===== src/hdl/fsrt_pkg.sv =====
// Shared types, constants and codes for the floor search and remove table.
package fsrt_pkg;

    localparam int TABLE_DEPTH_DEF = 1024;
    localparam int VALUE_WIDTH_DEF = 32;
    localparam int FIELD_WIDTH = 32;
    localparam int COUNT_WIDTH = 11;

    localparam logic OP_INSERT = 1'b0;
    localparam logic OP_QUERY  = 1'b1;

    localparam logic [1:0] ST_INSERTED = 2'd0;
    localparam logic [1:0] ST_FULL     = 2'd1;
    localparam logic [1:0] ST_FOUND    = 2'd2;
    localparam logic [1:0] ST_NONE     = 2'd3;

    typedef enum logic [2:0] {
        S_IDLE,
        S_SCAN,
        S_WAIT,
        S_FINISH,
        S_OUT
    } state_t;

    typedef struct packed {
        logic load;
        logic scan_start;
        logic finish;
        logic out_clear;
    } cmd_t;

    typedef struct packed {
        logic scan_last;
        logic out_valid;
    } stat_t;

endpackage


===== src/hdl/fsrt_ctrl.sv =====
// Controller state machine that sequences the table scan.
module fsrt_ctrl (
    input  logic           clk,
    input  logic           rst_n,
    input  logic           in_valid,
    output logic           in_ready,
    input  logic           out_ready,
    output fsrt_pkg::cmd_t cmd,
    input  fsrt_pkg::stat_t stat
);
    import fsrt_pkg::*;

    state_t state_reg;
    state_t state_next;

    always_ff @(posedge clk or negedge rst_n)
    begin
        if (!rst_n)
        begin
            state_reg <= S_IDLE;
        end
        else
        begin
            state_reg <= state_next;
        end
    end

    always_comb
    begin
        state_next = state_reg;
        case (state_reg)
            S_IDLE:   if (in_valid) state_next = S_SCAN;
            S_SCAN:   if (stat.scan_last) state_next = S_WAIT;
            S_WAIT:   state_next = S_FINISH;
            S_FINISH: state_next = S_OUT;
            S_OUT:    if (out_ready) state_next = S_IDLE;
            default:  state_next = S_IDLE;
        endcase
    end

    always_comb
    begin
        cmd = '0;
        in_ready = 1'b0;
        case (state_reg)
            S_IDLE:
            begin
                in_ready = 1'b1;
                cmd.load = in_valid;
                cmd.scan_start = in_valid;
            end
            S_SCAN:   cmd = '0;
            S_WAIT:   cmd = '0;
            S_FINISH: cmd.finish = 1'b1;
            S_OUT:    cmd.out_clear = out_ready;
            default:  cmd = '0;
        endcase
    end
endmodule


===== config.mk =====
export PLATFORM = sky130hd
export DESIGN_NAME = fsrt_ctrl
export DESIGN_NICKNAME = d
export VERILOG_FILES = /design/src/hdl/fsrt_pkg.sv /design/src/hdl/fsrt_ctrl.sv
export SDC_FILE = /design/constraint.sdc
export NUM_CORES = 1
export LEC_CHECK = 0
export BUFFER_PORTS_ARGS = -buffer_cell sky130_fd_sc_hd__buf_2
export CAP_MARGIN = 30
export CORE_AREA = 2 2 39 41
export DETAILED_ROUTE_END_ITERATION = 6
export DIE_AREA = 0 0 41 43
export GPL_ROUTABILITY_DRIVEN = 0
export GPL_TIMING_DRIVEN = 0
export PLACE_DENSITY_LB_ADDON = 0.12
export SLEW_MARGIN = 30
export SYNTH_ARGS = -nofsm -noshare
export SYNTH_HDL_FRONTEND = slang
export SYNTH_SLANG_ARGS = --single-unit

===== constraint.sdc =====
create_clock -name clk -period 1.2 [get_ports clk]
set_input_delay 0.24 -clock clk [delete_from_list [all_inputs] [get_ports clk]]
set_output_delay 0.24 -clock clk [all_outputs]
set_load 0.02 [all_outputs]

# Word level (Yosys, flattened, before mapping)

Cells that the tools add are included.

Output and inout port bits: 5
Register bits after elaboration: 3
Word-level logic and storage cells: 18

Mux-type cells: 8
Reduce and logical (&&, ||, !) cells: 2
Eq/ne operators: 7

Operators by type and width:

| cell               | count |
|---|---|
| $pmux 3 s5         | 1 |
| $mux 3             | 3 |
| $eq 3x2->1 const B | 2 |
| $ne 2x2->1 const B | 3 |
| $eq 3x1->1 const B | 1 |
| $eq 3x3->1 const B | 1 |
| $logic_not 3->1    | 1 |
| $mux 1             | 3 |
| $reduce_and 3->1   | 1 |
| $mux 2             | 1 |

# Logic depth before layout (Yosys ltp)

Word-level depth: 3
Depth in mapped cells: 3
Gate-level depth less buffers: 2

# Worst setup path after synthesis

Ideal clock, no wire load.

Kind: reg2out
From: reg state_reg[2]
To: out cmd[3] in the netlist's numbering
Arrival time: 1.493 ns
Cell stages (with the launch flop): 4
Required time: 0.960 ns
Path buffers: 1
Slack: -0.533 ns
Cells stage by stage: dfrtp_1 > nor3_1 > and2_1 > buf_4

RTL lines:

| element                  | RTL line        | RTL |
|---|---|---|
| start: declaration       | fsrt_ctrl.sv:13 | `state_t state_reg;` |
| start signal: assignment | fsrt_ctrl.sv:24 | `state_reg <= state_next;` |
| end: declaration         | fsrt_ctrl.sv:8  | `output fsrt_pkg::cmd_t cmd,` |

==> impl_metrics.py <==
metrics = {
    "outcome": {
        "status": "finished with violations",
        "violations": "negative setup slack",
    },
    "timing": {
        "drv_slew": 0,
        "relSlewSlack_pct": 89.9,
        "hold_viol": 0,
        "grt_setup_unrepaired": "yes",
        "worstMarginPinSlew_ns": 0.151,
        "finalCritPeriodShare_pct": 117,
        "hold_ws_ns": 0.276,
        "fin_ws_ns": -0.207,
        "fmax_mhz": 711,
        "setup_viol": 6,
        "skew_ns": 0.000964,
        "min_period_ns": 1.41,
    },
    "clocking": {
        "clkSlewWorstSetupHoldPaths_ns": 0.04,
        "clock_latency_ns": 0.23,
        "numCtsBuffers": 3,
        "tritoncts": "done",
        "root_buffer": "clkbuf_4",
        "clkSinkCount": 3,
        "clockBufferDepth": 2,
        "htree_levels": 1,
    },
    "die": {
        "io_pins": 11,
        "rows": 14,
        "die_h_um": 43,
        "start_util_pct": 11.9,
        "die_x_um": 41,
        "coreArea_sq_mm": 0.00138,
        "dieArea_sq_mm": 0.00176,
    },
    "global_route": {
        "antenna_found_initial": 0,
        "grt_pass1_wl_um": 648,
        "grt_max_degree": 8,
        "grt.overflow.total": 0,
        "grt_pass1_vias": 181,
        "gr-usage-all-layers_pct": 5.94,
    },
    "drt": {
        "viasPerCell": 3.68,
        "routedWlPerCell_um": 7.66,
        "drt_wl_total_um": 383,
        "dr.pass1.iters": 1,
        "drtAntennaViolNets": 0,
        "dr_total_vias": 184,
        "drc": 0,
        "drt_iter0_markers": 0,
    },
    "logic_synthesis": {
        "ys_ff_latch": 3,
        "synth_top_area_share_pct": 45.5,
        "synth_area_sq_um": 165,
        "synth_edf_count": 0,
        "synth.most_common_cell": "dfrtp_1",
        "yosysWarningCount": 0,
        "synth_common_cells": "3 x dfrtp_1, 2 x a21oi_1, 2 x nand2_1, 2 x nor3_1",
        "syn_area_per_cell_sq_um": 9.18,
        "async_flop_share_pct": 100,
        "synth_area_leaders": "dfrtp_1 45%, a21oi_1 6.1%, nor3_1 6.1%",
        "syn_inst": 18,
        "synth_nets": 24,
        "ys_seq_area_share_pct": 45.5,
        "synth-main-ff-cell": "dfrtp_1",
        "synthDistinctLibCells": 13,
        "yosys.area.top_type": "dfrtp_1",
    },
    "worst_setup_path": {
        "critical_path.endpoint_type": "primary output",
        "crit_fanout": 2,
        "worst_ep_required_time_ns": 0.96,
        "critPathSlowestCell": "dfrtp_2",
        "path_buf_inv": 2,
        "cp_common_cell": "buf_6",
        "crit_path_cell_trace": "nor3_4 > and2_4 > buf_6 > buf_6",
        "slowest_delay_ns": 0.41,
        "path_class": "reg -> out",
        "worst-endpoint-arrival_ns": 1.17,
        "path_delay_family": "flip-flops",
        "start_kind": "flip-flop",
    },
    "finish": {
        "post-route-util_pct": 23.5,
        "largest_reg_flops": 3,
        "final_cell_area_sq_um": 325,
        "area_delta_synth_final_pct": 97.0,
        "final_nets": 41,
        "final_cells": 50,
        "drive_above_1_share_pct": 64.7,
        "n_antenna_cell": 0,
    },
    "power_and_ir_drop": {
        "power.leakage_uw": 0.000147,
        "p_per_area_mw_per_mm2": 2610,
        "total_power_uw": 850,
        "irDropWorstVdd_mv": 0.497,
    },
    "min_path": {
        "min_path_type": "in -> reg",
    },
    "placed_design": {
        "dpl-instance-area_sq_um": 249,
        "dpl.cell_count": 43,
        "port_buffers": 9,
    },
    "run": {
        "maxCapViolations": 0,
    },
}
-- layout make-up --
type,instances,area [sq um]
Timing Repair Buffer,12,85.1
Multi-Input combinational cell,14,104
Buffer,1,11.3
Fill cell,163,1060
Clock buffer,4,26.3
Sequential cell,3,78.8
Tap cell,16,20.0
-- what timing repair did --
item / CTS / global route
endpoints found under the hold margin: 3 / 0
gates cloned: 0 / 0
hold buffers: 1 / 0
setup endpoints to repair: 5 / 6
gates resized for setup: 6 / 4
pin swaps: 2 / 1
setup buffers: 2 / 0
-- logic make-up after synthesis --
kind of cell | after synthesis | share of synthesized area (%)
AND/OR/NAND/NOR | 10 | 36.4
AO/OA/AOI/OAI | 4 | 13.6
flip-flops | 3 | 45.5
buffers and inverters | 1 | 4.55
-- metal layers --
metal  global-route usage, %  wire [um]
met1                    6.82        154
met2                    6.88        201
met3                    2.09         27
met4                    8.00          0
met5                       0          0
-- worst min-delay path: stages --
cell and delay (ns):
buf_2 0.08, or4b_1 0.09, o21ai_1 0.05
-- placed cells by master (no fill, tap or decap), types with 2 or more instances in the layout --
cell / count
a21oi_1: 2
buf_2: 6
buf_4: 3
buf_6: 3
clkbuf_4: 3
dfrtp_2: 3
-- final timing paths --
kind,from,to,slack (ns),cells past startpoint
worst max-delay path,state_reg[0],cmd[3],-0.21,4
worst min-delay path,out_ready,state_reg[2],0.28,3
worst max register to register,state_reg[0],state_reg[2],-0.05,3
worst min register to register,state_reg[2],state_reg[1],0.52,1
max in group asynchronous,rst_n,state_reg[2],0.75,2
min in group asynchronous,rst_n,state_reg[1],0.34,2
-- where the power goes --
part	switching, uW	total (uW)	leakage, uW	internal [uW]
logic	216	458	0.0000970	242
registers	63.4	218	0.0000345	155
clock network	49.4	174	0.0000150	124
-- through the flow --
step | worst slack [ns] | TNS [ns]
after detailed placement | -0.0674 | -0.0675
after global routing | -0.247 | -1.01
final | -0.207 | -0.747
after global placement | -0.0660 | -0.0660
after CTS | -0.228 | -0.866
after floorplan | -0.142 | -0.163
Note: power is estimated with default switching activity, not from simulation.
